**src/tsq_pkg.sv**
```systemverilog
package tsq_pkg;

    // group and sample geometry
    localparam int GROUP_SIZE  = 5;
    localparam int TRIM_COUNT  = 1;
    localparam int SAMPLE_BITS = 12;

    localparam int SMP_IN_W    = 12;
    localparam int COORD_W     = 16;
    localparam int RANGE_W     = 12;
    localparam int GAIN_FRAC   = 14;
    localparam int SLOT_W      = (GROUP_SIZE > 1) ? $clog2(GROUP_SIZE) : 1;

    // trimmed mean: when trimming would drop everything the middle element is taken
    localparam bit TRIM_ALL    = (2 * TRIM_COUNT >= GROUP_SIZE);
    localparam int KEEP        = TRIM_ALL ? 1 : GROUP_SIZE - 2 * TRIM_COUNT;
    localparam int KEEP_LOG    = $clog2(KEEP);
    localparam int SUM_W       = SAMPLE_BITS + KEEP_LOG;
    localparam int DIV_SHIFT   = SUM_W + KEEP_LOG;
    localparam int RECIP_W     = SUM_W + 1;
    localparam longint unsigned RECIP_L = ((64'd1 << DIV_SHIFT) + KEEP - 1) / KEEP;
    localparam logic [RECIP_W-1:0] RECIP = RECIP_W'(RECIP_L);
    localparam int DIV_PROD_W  = SUM_W + RECIP_W;

    localparam int CMP_W       = (SAMPLE_BITS > RANGE_W) ? SAMPLE_BITS : RANGE_W;

    // coordinate mapping widths
    localparam int PROD_W      = COORD_W + SAMPLE_BITS + 1;
    localparam int MAP_W       = ((PROD_W > COORD_W + GAIN_FRAC) ? PROD_W
                                                                 : COORD_W + GAIN_FRAC) + 1;

    localparam logic [COORD_W-1:0] NO_TOUCH = '1;

    // result queue
    localparam int OQ_DEPTH    = 8;
    localparam int OQ_PTR_W    = $clog2(OQ_DEPTH);
    localparam int OQ_CNT_W    = $clog2(OQ_DEPTH + 1);

    // configuration port
    localparam int PADDR_W     = 5;
    localparam logic signed [COORD_W-1:0] GAIN_RST  = 16'sd16384;
    localparam logic [RANGE_W-1:0]        AGREE_RST = 12'd50;

    typedef enum logic [2:0] {
        REG_RAW_MODE    = 3'd0,
        REG_X_GAIN      = 3'd1,
        REG_X_OFFSET    = 3'd2,
        REG_Y_GAIN      = 3'd3,
        REG_Y_OFFSET    = 3'd4,
        REG_AGREE_RANGE = 3'd5
    } t_reg_idx;

    // group positions inside one scan
    localparam logic [1:0] PH_X1 = 2'd0;
    localparam logic [1:0] PH_Y1 = 2'd1;
    localparam logic [1:0] PH_X2 = 2'd2;
    localparam logic [1:0] PH_Y2 = 2'd3;

    typedef logic [SAMPLE_BITS-1:0] t_sample;

    // link between neighboring sort cells
    typedef struct packed {
        logic    gt;
        logic    valid;
        t_sample val;
    } t_link;

    // insert command broadcast to all cells
    typedef struct packed {
        logic    we;
        logic    clear;
        t_sample sample;
    } t_ins;

    // per-beat control token walking down the pipeline
    typedef struct packed {
        logic       vld;
        logic       ack;
        logic       rel;
        logic       grp;
        logic       res;
        logic       agreed;
        logic [1:0] phase;
    } t_tok;

    typedef struct packed {
        logic               pressed;
        logic               caught;
        logic               pair_agreed;
        logic [COORD_W-1:0] cur_x;
        logic [COORD_W-1:0] cur_y;
        logic [COORD_W-1:0] first_x;
        logic [COORD_W-1:0] first_y;
    } t_result;

endpackage

```
**src/tsq_if.sv**
```systemverilog
interface tsq_in_if import tsq_pkg::*; ();
    logic                valid;
    logic                ready;
    logic                pen_down;
    logic [SMP_IN_W-1:0] sample;
    logic                ack_catch;

    modport source (output valid, output pen_down, output sample, output ack_catch,
                    input ready);
    modport sink   (input valid, input pen_down, input sample, input ack_catch,
                    output ready);
endinterface

interface tsq_out_if import tsq_pkg::*; ();
    logic               valid;
    logic               ready;
    logic               pressed;
    logic               caught;
    logic               pair_agreed;
    logic [COORD_W-1:0] cur_x;
    logic [COORD_W-1:0] cur_y;
    logic [COORD_W-1:0] first_x;
    logic [COORD_W-1:0] first_y;

    modport source (output valid, output pressed, output caught, output pair_agreed,
                    output cur_x, output cur_y, output first_x, output first_y,
                    input ready);
    modport sink   (input valid, input pressed, input caught, input pair_agreed,
                    input cur_x, input cur_y, input first_x, input first_y,
                    output ready);
endinterface

```
**src/touch_sample_qualifier.sv**
```systemverilog
// Touch sample qualifier: takes one converter sample per beat, with no gaps
// needed between beats. Samples pass through a row of insertion-sort cells, so
// each group is sorted as it arrives; its trimmed mean is summed into r_sum
// and divided into r_mean, and the scan verdict, calibration multiply and flag
// update follow in token stages r_tok4 to r_tok6. A result beat is queued
// from r_tok6 for the beat that causes it (the fourth group's last sample, or
// a release tick). Input ready drops only when the 8-entry output queue plus
// the results still in the pipeline would fill it, that is when the consumer
// stalls. Registers sit at byte addresses 0, 4, .., 20 and must be written
// while no beat is in flight.
module touch_sample_qualifier import tsq_pkg::*; (
    input  logic               i_clk,
    input  logic               i_rst_n,
    tsq_in_if.sink             i_sample_ch,
    tsq_out_if.source          o_result_ch,
    input  logic               psel,
    input  logic               penable,
    input  logic               pwrite,
    input  logic [PADDR_W-1:0] paddr,
    input  logic [31:0]        pwdata,
    output logic [31:0]        prdata,
    output logic               pready
);

    // ---------------- configuration ----------------
    logic                      r_raw_mode;
    logic signed [COORD_W-1:0] r_x_gain;
    logic signed [COORD_W-1:0] r_x_offset;
    logic signed [COORD_W-1:0] r_y_gain;
    logic signed [COORD_W-1:0] r_y_offset;
    logic [RANGE_W-1:0]        r_agree_range;
    logic                      cfg_we;
    t_reg_idx                  cfg_idx;

    assign pready  = 1'b1;
    assign cfg_we  = psel && penable && pwrite;
    assign cfg_idx = t_reg_idx'(paddr[PADDR_W-1:2]);

    always_ff @(posedge i_clk) begin
        if (!i_rst_n) begin
            r_raw_mode    <= 1'b0;
            r_x_gain      <= GAIN_RST;
            r_x_offset    <= '0;
            r_y_gain      <= GAIN_RST;
            r_y_offset    <= '0;
            r_agree_range <= AGREE_RST;
        end else if (cfg_we) begin
            unique case (cfg_idx)
                REG_RAW_MODE:    r_raw_mode    <= pwdata[0];
                REG_X_GAIN:      r_x_gain      <= pwdata[COORD_W-1:0];
                REG_X_OFFSET:    r_x_offset    <= pwdata[COORD_W-1:0];
                REG_Y_GAIN:      r_y_gain      <= pwdata[COORD_W-1:0];
                REG_Y_OFFSET:    r_y_offset    <= pwdata[COORD_W-1:0];
                REG_AGREE_RANGE: r_agree_range <= pwdata[RANGE_W-1:0];
                default: ;
            endcase
        end
    end

    always_comb begin
        prdata = '0;
        unique case (cfg_idx)
            REG_RAW_MODE:    prdata = 32'(r_raw_mode);
            REG_X_GAIN:      prdata = 32'(unsigned'(r_x_gain));
            REG_X_OFFSET:    prdata = 32'(unsigned'(r_x_offset));
            REG_Y_GAIN:      prdata = 32'(unsigned'(r_y_gain));
            REG_Y_OFFSET:    prdata = 32'(unsigned'(r_y_offset));
            REG_AGREE_RANGE: prdata = 32'(r_agree_range);
            default:         prdata = '0;
        endcase
    end

    // ---------------- intake and sort cells ----------------
    logic                in_acc;
    logic                slot_last;
    logic [SLOT_W-1:0]   r_slot;
    logic [1:0]          r_phase;
    t_ins                ins;
    t_link               links [GROUP_SIZE+1];
    t_tok                n_tok1;
    t_tok                r_tok1;
    t_tok                r_tok2;
    t_tok                r_tok3;
    t_tok                n_tok4;
    t_tok                r_tok4;
    t_tok                r_tok5;
    t_tok                r_tok6;
    logic [OQ_CNT_W-1:0] oq_count;
    logic [OQ_CNT_W:0]   oq_used;

    assign oq_used = (OQ_CNT_W+1)'(oq_count)
                   + (OQ_CNT_W+1)'($countones({r_tok1.vld && r_tok1.res,
                                               r_tok2.vld && r_tok2.res,
                                               r_tok3.vld && r_tok3.res,
                                               r_tok4.vld && r_tok4.res,
                                               r_tok5.vld && r_tok5.res,
                                               r_tok6.vld && r_tok6.res}));
    assign i_sample_ch.ready = (oq_used < (OQ_CNT_W+1)'(OQ_DEPTH));
    assign in_acc            = i_sample_ch.valid && i_sample_ch.ready;
    assign slot_last         = (r_slot == SLOT_W'(GROUP_SIZE - 1));

    always_comb begin
        ins.we     = in_acc && i_sample_ch.pen_down;
        ins.clear  = (r_slot == '0);
        ins.sample = t_sample'(i_sample_ch.sample);

        n_tok1.vld    = in_acc;
        n_tok1.ack    = i_sample_ch.ack_catch;
        n_tok1.rel    = !i_sample_ch.pen_down;
        n_tok1.grp    = i_sample_ch.pen_down && slot_last;
        n_tok1.phase  = r_phase;
        n_tok1.res    = !i_sample_ch.pen_down || (slot_last && r_phase == PH_Y2);
        n_tok1.agreed = 1'b0;
    end

    always_ff @(posedge i_clk) begin
        if (!i_rst_n) begin
            r_slot  <= '0;
            r_phase <= PH_X1;
        end else if (in_acc) begin
            if (!i_sample_ch.pen_down) begin
                r_slot  <= '0;
                r_phase <= PH_X1;
            end else if (slot_last) begin
                r_slot  <= '0;
                r_phase <= r_phase + 2'd1;
            end else begin
                r_slot  <= r_slot + 1'b1;
            end
        end
    end

    assign links[0] = '{gt: 1'b0, valid: 1'b1, val: '0};

    for (genvar g = 0; g < GROUP_SIZE; g++) begin : g_cells
        tsq_cell u_cell (
            .i_clk  (i_clk),
            .i_rst_n(i_rst_n),
            .i_ins  (ins),
            .i_left (links[g]),
            .o_link (links[g+1])
        );
    end

    // ---------------- token pipeline ----------------
    always_ff @(posedge i_clk) begin
        if (!i_rst_n) begin
            r_tok1 <= '0;
            r_tok2 <= '0;
            r_tok3 <= '0;
            r_tok4 <= '0;
            r_tok5 <= '0;
            r_tok6 <= '0;
        end else begin
            r_tok1 <= n_tok1;
            r_tok2 <= r_tok1;
            r_tok3 <= r_tok2;
            r_tok4 <= n_tok4;
            r_tok5 <= r_tok4;
            r_tok6 <= r_tok5;
        end
    end

    // stage 2: sum of the kept middle of the sorted group
    logic [SUM_W-1:0] n_sum;
    logic [SUM_W-1:0] r_sum;

    always_comb begin
        n_sum = '0;
        if (TRIM_ALL) begin
            n_sum = SUM_W'(links[GROUP_SIZE/2 + 1].val);
        end else begin
            for (int k = TRIM_COUNT; k < GROUP_SIZE - TRIM_COUNT; k++) begin
                n_sum = n_sum + SUM_W'(links[k+1].val);
            end
        end
    end

    always_ff @(posedge i_clk) begin
        r_sum <= n_sum;
    end

    // stage 3: divide by the kept count through a reciprocal
    logic [DIV_PROD_W-1:0] div_prod;
    t_sample               r_mean;

    assign div_prod = DIV_PROD_W'(r_sum) * DIV_PROD_W'(RECIP);

    always_ff @(posedge i_clk) begin
        r_mean <= div_prod[DIV_SHIFT +: SAMPLE_BITS];
    end

    // stage 4: per-group store, agreement and pair averages
    t_sample                r_fpx;
    t_sample                r_fpy;
    t_sample                r_spx;
    logic                   agree_x;
    logic                   agree_y;
    logic [SAMPLE_BITS:0]   pair_x;
    logic [SAMPLE_BITS:0]   pair_y;
    t_sample                r_ax;
    t_sample                r_ay;

    function automatic t_sample abs_diff(input t_sample a, input t_sample b);
        return (a > b) ? a - b : b - a;
    endfunction

    assign agree_x = CMP_W'(abs_diff(r_fpx, r_spx))  < CMP_W'(r_agree_range);
    assign agree_y = CMP_W'(abs_diff(r_fpy, r_mean)) < CMP_W'(r_agree_range);
    assign pair_x  = (SAMPLE_BITS+1)'(r_fpx) + (SAMPLE_BITS+1)'(r_spx);
    assign pair_y  = (SAMPLE_BITS+1)'(r_fpy) + (SAMPLE_BITS+1)'(r_mean);

    always_comb begin
        n_tok4        = r_tok3;
        n_tok4.agreed = r_tok3.grp && (r_tok3.phase == PH_Y2) && agree_x && agree_y;
    end

    always_ff @(posedge i_clk) begin
        if (r_tok3.vld && r_tok3.grp) begin
            unique case (r_tok3.phase)
                PH_X1:   r_fpx <= r_mean;
                PH_Y1:   r_fpy <= r_mean;
                PH_X2:   r_spx <= r_mean;
                PH_Y2: ;
                default: ;
            endcase
        end
        r_ax <= pair_x[SAMPLE_BITS:1];
        r_ay <= pair_y[SAMPLE_BITS:1];
    end

    // stages 5 and 6: calibration
    logic [COORD_W-1:0] map_x;
    logic [COORD_W-1:0] map_y;

    tsq_coord_map u_map_x (
        .i_clk     (i_clk),
        .i_value   (r_ax),
        .i_gain    (r_x_gain),
        .i_offset  (r_x_offset),
        .i_raw_mode(r_raw_mode),
        .o_coord   (map_x)
    );

    tsq_coord_map u_map_y (
        .i_clk     (i_clk),
        .i_value   (r_ay),
        .i_gain    (r_y_gain),
        .i_offset  (r_y_offset),
        .i_raw_mode(r_raw_mode),
        .o_coord   (map_y)
    );

    // ---------------- touch state and result ----------------
    logic               r_pressed;
    logic               r_caught;
    logic [COORD_W-1:0] r_cur_x;
    logic [COORD_W-1:0] r_cur_y;
    logic [COORD_W-1:0] r_first_x;
    logic [COORD_W-1:0] r_first_y;
    logic               n_pressed;
    logic               n_caught;
    logic [COORD_W-1:0] n_cur_x;
    logic [COORD_W-1:0] n_cur_y;
    logic [COORD_W-1:0] n_first_x;
    logic [COORD_W-1:0] n_first_y;
    logic               scan_done;
    logic               oq_push;
    logic               oq_pop;
    logic               oq_valid;
    t_result            oq_in;
    t_result            oq_out;

    assign scan_done = r_tok6.grp && (r_tok6.phase == PH_Y2);

    always_comb begin
        n_pressed = r_pressed;
        n_caught  = r_caught;
        n_cur_x   = r_cur_x;
        n_cur_y   = r_cur_y;
        n_first_x = r_first_x;
        n_first_y = r_first_y;
        if (r_tok6.vld) begin
            if (r_tok6.ack) begin
                n_caught = 1'b0;
            end
            if (scan_done) begin
                if (r_tok6.agreed) begin
                    n_cur_x = map_x;
                    n_cur_y = map_y;
                end
                // press edge: latch the position even if this scan disagreed
                if (!r_pressed) begin
                    n_pressed = 1'b1;
                    n_caught  = 1'b1;
                    n_first_x = n_cur_x;
                    n_first_y = n_cur_y;
                end
            end else if (r_tok6.rel) begin
                if (r_pressed) begin
                    n_pressed = 1'b0;
                end else begin
                    n_first_x = '0;
                    n_first_y = '0;
                    n_cur_x   = NO_TOUCH;
                    n_cur_y   = NO_TOUCH;
                end
            end
        end
    end

    always_ff @(posedge i_clk) begin
        if (!i_rst_n) begin
            r_pressed <= 1'b0;
            r_caught  <= 1'b0;
            r_cur_x   <= NO_TOUCH;
            r_cur_y   <= NO_TOUCH;
            r_first_x <= '0;
            r_first_y <= '0;
        end else begin
            r_pressed <= n_pressed;
            r_caught  <= n_caught;
            r_cur_x   <= n_cur_x;
            r_cur_y   <= n_cur_y;
            r_first_x <= n_first_x;
            r_first_y <= n_first_y;
        end
    end

    assign oq_push = r_tok6.vld && r_tok6.res;
    assign oq_pop  = oq_valid && o_result_ch.ready;
    assign oq_in   = '{pressed:     n_pressed,
                       caught:      n_caught,
                       pair_agreed: r_tok6.agreed,
                       cur_x:       n_cur_x,
                       cur_y:       n_cur_y,
                       first_x:     n_first_x,
                       first_y:     n_first_y};

    tsq_out_fifo u_out_fifo (
        .i_clk  (i_clk),
        .i_rst_n(i_rst_n),
        .i_push (oq_push),
        .i_data (oq_in),
        .i_pop  (oq_pop),
        .o_valid(oq_valid),
        .o_data (oq_out),
        .o_count(oq_count)
    );

    assign o_result_ch.valid       = oq_valid;
    assign o_result_ch.pressed     = oq_out.pressed;
    assign o_result_ch.caught      = oq_out.caught;
    assign o_result_ch.pair_agreed = oq_out.pair_agreed;
    assign o_result_ch.cur_x       = oq_out.cur_x;
    assign o_result_ch.cur_y       = oq_out.cur_y;
    assign o_result_ch.first_x     = oq_out.first_x;
    assign o_result_ch.first_y     = oq_out.first_y;

    // a release beat drops any partial scan
    a_release_restarts_scan: assert property (@(posedge i_clk) disable iff (!i_rst_n)
        (in_acc && !i_sample_ch.pen_down) |=> (r_slot == '0 && r_phase == PH_X1))
        else $error("partial scan survived a release beat");

    // a completed scan with the pen up starts a press and raises caught
    a_press_edge: assert property (@(posedge i_clk) disable iff (!i_rst_n)
        (r_tok6.vld && scan_done && !r_pressed) |=> (r_pressed && r_caught))
        else $error("press edge not recorded");

    // agreement can only be reported on the beat that closes a scan
    a_agree_only_on_scan: assert property (@(posedge i_clk) disable iff (!i_rst_n)
        (r_tok6.vld && r_tok6.agreed) |-> (scan_done && r_tok6.res))
        else $error("agreement flagged outside a scan close");

    a_release_unpresses: assert property (@(posedge i_clk) disable iff (!i_rst_n)
        (r_tok6.vld && r_tok6.rel && r_pressed) |=> !r_pressed)
        else $error("release beat did not clear pressed");

endmodule

```
**src/tsq_cell.sv**
```systemverilog
module tsq_cell import tsq_pkg::*; (
    input  logic  i_clk,
    input  logic  i_rst_n,
    input  t_ins  i_ins,
    input  t_link i_left,
    output t_link o_link
);

    logic    r_valid;
    t_sample r_val;
    t_sample n_val;
    logic    eff_valid;
    logic    gt;

    // an empty cell counts as larger than anything
    assign eff_valid = r_valid && !i_ins.clear;
    assign gt        = !eff_valid || (r_val > i_ins.sample);
    assign n_val     = i_left.gt ? i_left.val : i_ins.sample;

    assign o_link = '{gt: gt, valid: eff_valid, val: r_val};

    always_ff @(posedge i_clk) begin
        if (!i_rst_n) begin
            r_valid <= 1'b0;
        end else if (i_ins.we) begin
            r_valid <= i_left.valid;
        end
    end

    always_ff @(posedge i_clk) begin
        if (i_ins.we && gt) begin
            r_val <= n_val;
        end
    end

endmodule

```
**src/tsq_coord_map.sv**
```systemverilog
module tsq_coord_map import tsq_pkg::*; (
    input  logic                      i_clk,
    input  t_sample                   i_value,
    input  logic signed [COORD_W-1:0] i_gain,
    input  logic signed [COORD_W-1:0] i_offset,
    input  logic                      i_raw_mode,
    output logic [COORD_W-1:0]        o_coord
);

    logic signed [PROD_W-1:0] gain_x;
    logic signed [PROD_W-1:0] value_x;
    logic signed [PROD_W-1:0] r_prod;
    t_sample                  r_raw;
    logic signed [MAP_W-1:0]  off_x;
    logic signed [MAP_W-1:0]  sum;
    logic signed [MAP_W-1:0]  quot;
    logic [COORD_W-1:0]       sat;
    logic [COORD_W-1:0]       r_coord;

    assign gain_x  = PROD_W'(i_gain);
    assign value_x = $signed(PROD_W'(i_value));

    always_ff @(posedge i_clk) begin
        r_prod <= gain_x * value_x;
        r_raw  <= i_value;
    end

    always_comb begin
        off_x = MAP_W'(i_offset) <<< GAIN_FRAC;
        sum   = MAP_W'(r_prod) + off_x;
        quot  = sum >>> GAIN_FRAC;
        if (sum[MAP_W-1]) begin
            sat = '0;
        end else if (|quot[MAP_W-1:COORD_W]) begin
            sat = '1;
        end else begin
            sat = quot[COORD_W-1:0];
        end
    end

    always_ff @(posedge i_clk) begin
        r_coord <= i_raw_mode ? COORD_W'(r_raw) : sat;
    end

    assign o_coord = r_coord;

endmodule

```
**src/tsq_out_fifo.sv**
```systemverilog
module tsq_out_fifo import tsq_pkg::*; (
    input  logic                i_clk,
    input  logic                i_rst_n,
    input  logic                i_push,
    input  t_result             i_data,
    input  logic                i_pop,
    output logic                o_valid,
    output t_result             o_data,
    output logic [OQ_CNT_W-1:0] o_count
);

    t_result             r_mem [OQ_DEPTH];
    logic [OQ_PTR_W-1:0] r_wr;
    logic [OQ_PTR_W-1:0] r_rd;
    logic [OQ_CNT_W-1:0] r_count;

    always_ff @(posedge i_clk) begin
        if (i_push) begin
            r_mem[r_wr] <= i_data;
        end
    end

    always_ff @(posedge i_clk) begin
        if (!i_rst_n) begin
            r_wr    <= '0;
            r_rd    <= '0;
            r_count <= '0;
        end else begin
            if (i_push) begin
                r_wr <= (r_wr == OQ_PTR_W'(OQ_DEPTH - 1)) ? '0 : r_wr + 1'b1;
            end
            if (i_pop) begin
                r_rd <= (r_rd == OQ_PTR_W'(OQ_DEPTH - 1)) ? '0 : r_rd + 1'b1;
            end
            if (i_push && !i_pop) begin
                r_count <= r_count + 1'b1;
            end else if (!i_push && i_pop) begin
                r_count <= r_count - 1'b1;
            end
        end
    end

    assign o_valid = (r_count != '0);
    assign o_data  = r_mem[r_rd];
    assign o_count = r_count;

    // credit check upstream must keep the queue from overflowing
    a_no_overflow: assert property (@(posedge i_clk) disable iff (!i_rst_n)
        i_push |-> (r_count != OQ_CNT_W'(OQ_DEPTH)))
        else $error("result queue overflow");

    a_no_underflow: assert property (@(posedge i_clk) disable iff (!i_rst_n)
        i_pop |-> (r_count != '0))
        else $error("result queue underflow");

endmodule

```
**src/flat_wrapper.sv**
```systemverilog
// flat-port wrapper written by rule: the top's interface ports become plain ports
module touch_sample_qualifier_flat import tsq_pkg::*;
  (i_clk, i_rst_n, psel, penable, pwrite, paddr, pwdata, prdata, pready, i_sample_ch_valid, i_sample_ch_pen_down, i_sample_ch_sample, i_sample_ch_ack_catch, i_sample_ch_ready, o_result_ch_valid, o_result_ch_pressed, o_result_ch_caught, o_result_ch_pair_agreed, o_result_ch_cur_x, o_result_ch_cur_y, o_result_ch_first_x, o_result_ch_first_y, o_result_ch_ready);
  tsq_in_if i_sample_ch_i ();
  tsq_out_if o_result_ch_i ();
  input  logic i_clk;
  input  logic i_rst_n;
  input  logic psel;
  input  logic penable;
  input  logic pwrite;
  input  logic [PADDR_W-1:0] paddr;
  input  logic [31:0] pwdata;
  output logic [31:0] prdata;
  output logic pready;
  input wire logic [$bits(i_sample_ch_i.valid)-1:0] i_sample_ch_valid;
  input wire logic [$bits(i_sample_ch_i.pen_down)-1:0] i_sample_ch_pen_down;
  input wire logic [$bits(i_sample_ch_i.sample)-1:0] i_sample_ch_sample;
  input wire logic [$bits(i_sample_ch_i.ack_catch)-1:0] i_sample_ch_ack_catch;
  output wire logic [$bits(i_sample_ch_i.ready)-1:0] i_sample_ch_ready;
  output wire logic [$bits(o_result_ch_i.valid)-1:0] o_result_ch_valid;
  output wire logic [$bits(o_result_ch_i.pressed)-1:0] o_result_ch_pressed;
  output wire logic [$bits(o_result_ch_i.caught)-1:0] o_result_ch_caught;
  output wire logic [$bits(o_result_ch_i.pair_agreed)-1:0] o_result_ch_pair_agreed;
  output wire logic [$bits(o_result_ch_i.cur_x)-1:0] o_result_ch_cur_x;
  output wire logic [$bits(o_result_ch_i.cur_y)-1:0] o_result_ch_cur_y;
  output wire logic [$bits(o_result_ch_i.first_x)-1:0] o_result_ch_first_x;
  output wire logic [$bits(o_result_ch_i.first_y)-1:0] o_result_ch_first_y;
  input wire logic [$bits(o_result_ch_i.ready)-1:0] o_result_ch_ready;
  assign i_sample_ch_i.valid = i_sample_ch_valid;
  assign i_sample_ch_i.pen_down = i_sample_ch_pen_down;
  assign i_sample_ch_i.sample = i_sample_ch_sample;
  assign i_sample_ch_i.ack_catch = i_sample_ch_ack_catch;
  assign i_sample_ch_ready = i_sample_ch_i.ready;
  assign o_result_ch_valid = o_result_ch_i.valid;
  assign o_result_ch_pressed = o_result_ch_i.pressed;
  assign o_result_ch_caught = o_result_ch_i.caught;
  assign o_result_ch_pair_agreed = o_result_ch_i.pair_agreed;
  assign o_result_ch_cur_x = o_result_ch_i.cur_x;
  assign o_result_ch_cur_y = o_result_ch_i.cur_y;
  assign o_result_ch_first_x = o_result_ch_i.first_x;
  assign o_result_ch_first_y = o_result_ch_i.first_y;
  assign o_result_ch_i.ready = o_result_ch_ready;
  touch_sample_qualifier u_core (.i_clk(i_clk), .i_rst_n(i_rst_n), .i_sample_ch(i_sample_ch_i), .o_result_ch(o_result_ch_i), .psel(psel), .penable(penable), .pwrite(pwrite), .paddr(paddr), .pwdata(pwdata), .prdata(prdata), .pready(pready));
endmodule
```
**config.mk**
```make
export PLATFORM = sky130hd
export DESIGN_NAME = touch_sample_qualifier_flat
export DESIGN_NICKNAME = d
export VERILOG_FILES = /design/src/tsq_pkg.sv /design/src/tsq_if.sv /design/src/touch_sample_qualifier.sv /design/src/tsq_cell.sv /design/src/tsq_coord_map.sv /design/src/tsq_out_fifo.sv /design/src/flat_wrapper.sv
export SDC_FILE = /design/constraint.sdc
export NUM_CORES = 2
export LEC_CHECK = 0
export ABC_CLOCK_PERIOD_IN_PS = 11050
export BUFFER_PORTS_ARGS = -buffer_cell sky130_fd_sc_hd__buf_2
export CAP_MARGIN = 20
export CORE_MARGIN = 2
export CORE_UTILIZATION = 37
export DETAILED_ROUTE_END_ITERATION = 10
export MAX_ROUTING_LAYER = met4
export PLACE_DENSITY = 0.63
export SLEW_MARGIN = 20
export SYNTH_ARGS = -nofsm -noshare
export SYNTH_HDL_FRONTEND = slang
export SYNTH_HIERARCHICAL = 1
export SYNTH_SLANG_ARGS = --single-unit
```
**constraint.sdc**
```tcl
create_clock -name i_clk -period 11.05 [get_ports i_clk]
set_input_delay 0.5525 -clock i_clk [delete_from_list [all_inputs] [get_ports i_clk]]
set_output_delay 0.5525 -clock i_clk [all_outputs]
set_load 0.005 [all_outputs]
```
==> impl_metrics.tcl <==
set metrics [dict create \
    insertion_delay_ns 0.74 \
    clkTransAtPathRegs_ns 0.07 \
    track_usage_pct 17.5 \
    n_fill_cell 14700 \
    synth_cells 4959 \
    final_antenna_net_count 0 \
    cts_root_buf "clkbuf_16" \
    crit_arrival_ns 6.83 \
    critPathMaxFanout 14 \
    design.core.area_um2 159000 \
    instances_no_fill 7201 \
    nets 5939 \
    drv_slew 0 \
    post-route-min-period_ns 6.26 \
    r2r_slack_ns 4.79 \
    endpoint "u_core/u_map_y/r_prod[27]$_DFF_P_" \
    start_util_pct 37.3 \
    yosysWarnings 6 \
    die_w_um 404 \
    drt_iter0_markers 2936 \
    via_per_inst 5.08 \
    timing.fmax_mhz 160 \
    rsz0062_at_grt "false" \
    postCtsResizedCells 0 \
    p_per_area_nw_per_um2 271 \
    cts_buffer_depth 3 \
    max_cap_viol_count 0 \
    drcViolationCount 0 \
    status "finished clean" \
    fin_util_pct 41.1 \
    min_path_type "in2reg" \
    r2r_end "u_core/u_map_y/r_prod[27]$_DFF_P_" \
    netlist_area_um2 59300 \
    hp-start "pwdata[9]" \
    clock_skew_ns 0.0780 \
    crit_start "u_core/r_y_gain[15]$_SDFFE_PN0P_" \
    rows 146 \
    hold_viol_final 0 \
    layout-drive-gt1-share_pct 11.7 \
    tightest_slew_ns 1.09 \
    clock-sinks 966 \
    r2r-start "u_core/r_y_gain[15]$_SDFFE_PN0P_" \
    cts_max_level 3 \
    post_drt_wl_per_cell_um 19.1 \
    dr_wl_met3_mm 9.56 \
    worst-endpoint-required_ns 11.62 \
    final_cell_mix "inv_1, edfxtp_1, nand2_1" \
    die_area_um2 163000 \
    drt_first_pass_iters 5 \
    antenna_found_initial 9 \
    critPathKind "reg2reg" \
    grt_max_degree 81 \
    tns_ns 0 \
    met1_length_mm 63.3 \
    finalCritPeriodShare_pct 56.6 \
    io_pins 160 \
    globalplace.congestion 0.879 \
    crit_path_end_kind "register" \
    vdd_drop_max_v 0.000937 \
    grt-ovfl-total 0 \
    final_common_cell "inv_1" \
    cts_tree "built" \
    p_leak_nw 27.1 \
    worst_r2r_path_depth 19 \
    grt_pass1_vias 37500 \
    relSlewSlack_pct 26.9 \
    io_buffer_count 124 \
    hpwlAfterDp_mm 97.6 \
    worst_setup_path_start_kind "register" \
    finalSetupViolCount 0 \
    cts_buffers 98 \
    wl_mm 138 \
    grt_pass1_wl_mm 215 \
    top_layer_used "met4" \
    wl_met2_mm 62.4 \
    avgSynthCellArea_um2 12.0 \
    vias 36600 \
    area_growth_syn_to_layout_pct 10.0 \
    die_h_um 404 \
    place_inst 7004 \
]
-- worst min-delay path by stage --
| stage | end | depth (start not counted) |
|---|---|---|
| finish | u_core/r_y_gain[9]$_SDFFE_PN0P_ | 3 |
| detailed placement | u_core/oq_in[64]$_SDFF_PN0_ | 1 |
| CTS | u_core/r_y_gain[9]$_SDFFE_PN0P_ | 3 |
| floorplan | u_core/u_map_y/r_raw[1]$_DFF_P_ | 0 |
| global route | u_core/r_y_gain[15]$_SDFFE_PN0P_ | 3 |
| global placement | u_core/r_tok6[5]$_SDFF_PN0_ | 1 |
-- layout make-up --
class                   count  area, µm²  area share (%)
diodes                      8       20.0          0.0307
multi-input cells        3060      30000            46.1
repair buffers            156        883            1.35
well taps                2072       2590            3.97
clock buffers             130       2730            4.19
clock inverters            56        572           0.877
inverters                 753       2830            4.33
flip-flops and latches    966      25600            39.2
-- worst max-delay path, cell delays in order (launching register included) --
cell and delay, ns:
dfxtp_1 0.77, nand2_1 0.21, inv_1 0.17, fa_1 0.43, inv_1 0.11, fa_1 0.42, inv_1 0.09, fa_1 0.44
fa_1 0.56, inv_1 0.06, fa_1 0.48, inv_1 0.04, ha_1 0.31, a21oi_1 0.16, o21ai_0 0.18, nor4b_1 0.58
o21ai_0 0.32, a31oi_1 0.44, o21ai_0 0.18, xnor2_1 0.14
-- layer usage --
metal,track usage [%],up-vias
met5,-,-
met4,3.55,0
met3,3.64,156
met2,26.8,1014
met1,24.0,18400
li1,-,17000
-- registers in the layout (all words and copies together), names as in the netlist, 14 cells and up, named ones only --
signal	cells
u_core/g_cells.u_cell/r_val	48
u_core/r_x_offset	16
u_core/r_sum	14
u_core/r_y_offset	16
u_core/u_map_y/o_coord	16
u_core/r_first_y	16
u_core/u_map_y/r_prod	15
u_core/r_first_x	16
u_core/u_map_x/r_prod	15
u_core/r_cur_y	16
u_core/r_cur_x	16
u_core/r_x_gain	16
u_core/r_y_gain	16
u_core/u_map_x/o_coord	16
u_core/u_out_fifo/r_mem	536
-- where the power goes --
part / switching, mW / internal (mW) / total (mW) / leakage, nW
clock: 1.46 / 1.90 / 3.36 / 1.60
sequential: 0.351 / 4.15 / 4.51 / 8.28
combinational: 5.37 / 4.47 / 9.84 / 17.2
-- what timing repair did --
| action | in CTS | in global routing |
|---|---|---|
| hold endpoints to repair | 1 | 0 |
| setup buffers | 0 | 0 |
| hold buffers | 1 | 0 |
-- metrics by stage --
| step | hold WS, ns | power (mW) | area (µm²) | setup WS [ns] |
|---|---|---|---|---|
| CTS | 0.0981 | 17.9 | 65200 | 4.68 |
| floorplan | 0.377 | 12.1 | 59400 | 5.14 |
| global placement | 0.415 | 14.2 | 61800 | 4.79 |
| finish | 0.157 | 17.7 | 65200 | 4.79 |
| detailed placement | 0.418 | 14.4 | 61800 | 4.76 |
| global route | 0.122 | 19.5 | 65200 | 4.40 |
No activity file was read; power rests on OpenSTA's default activity.
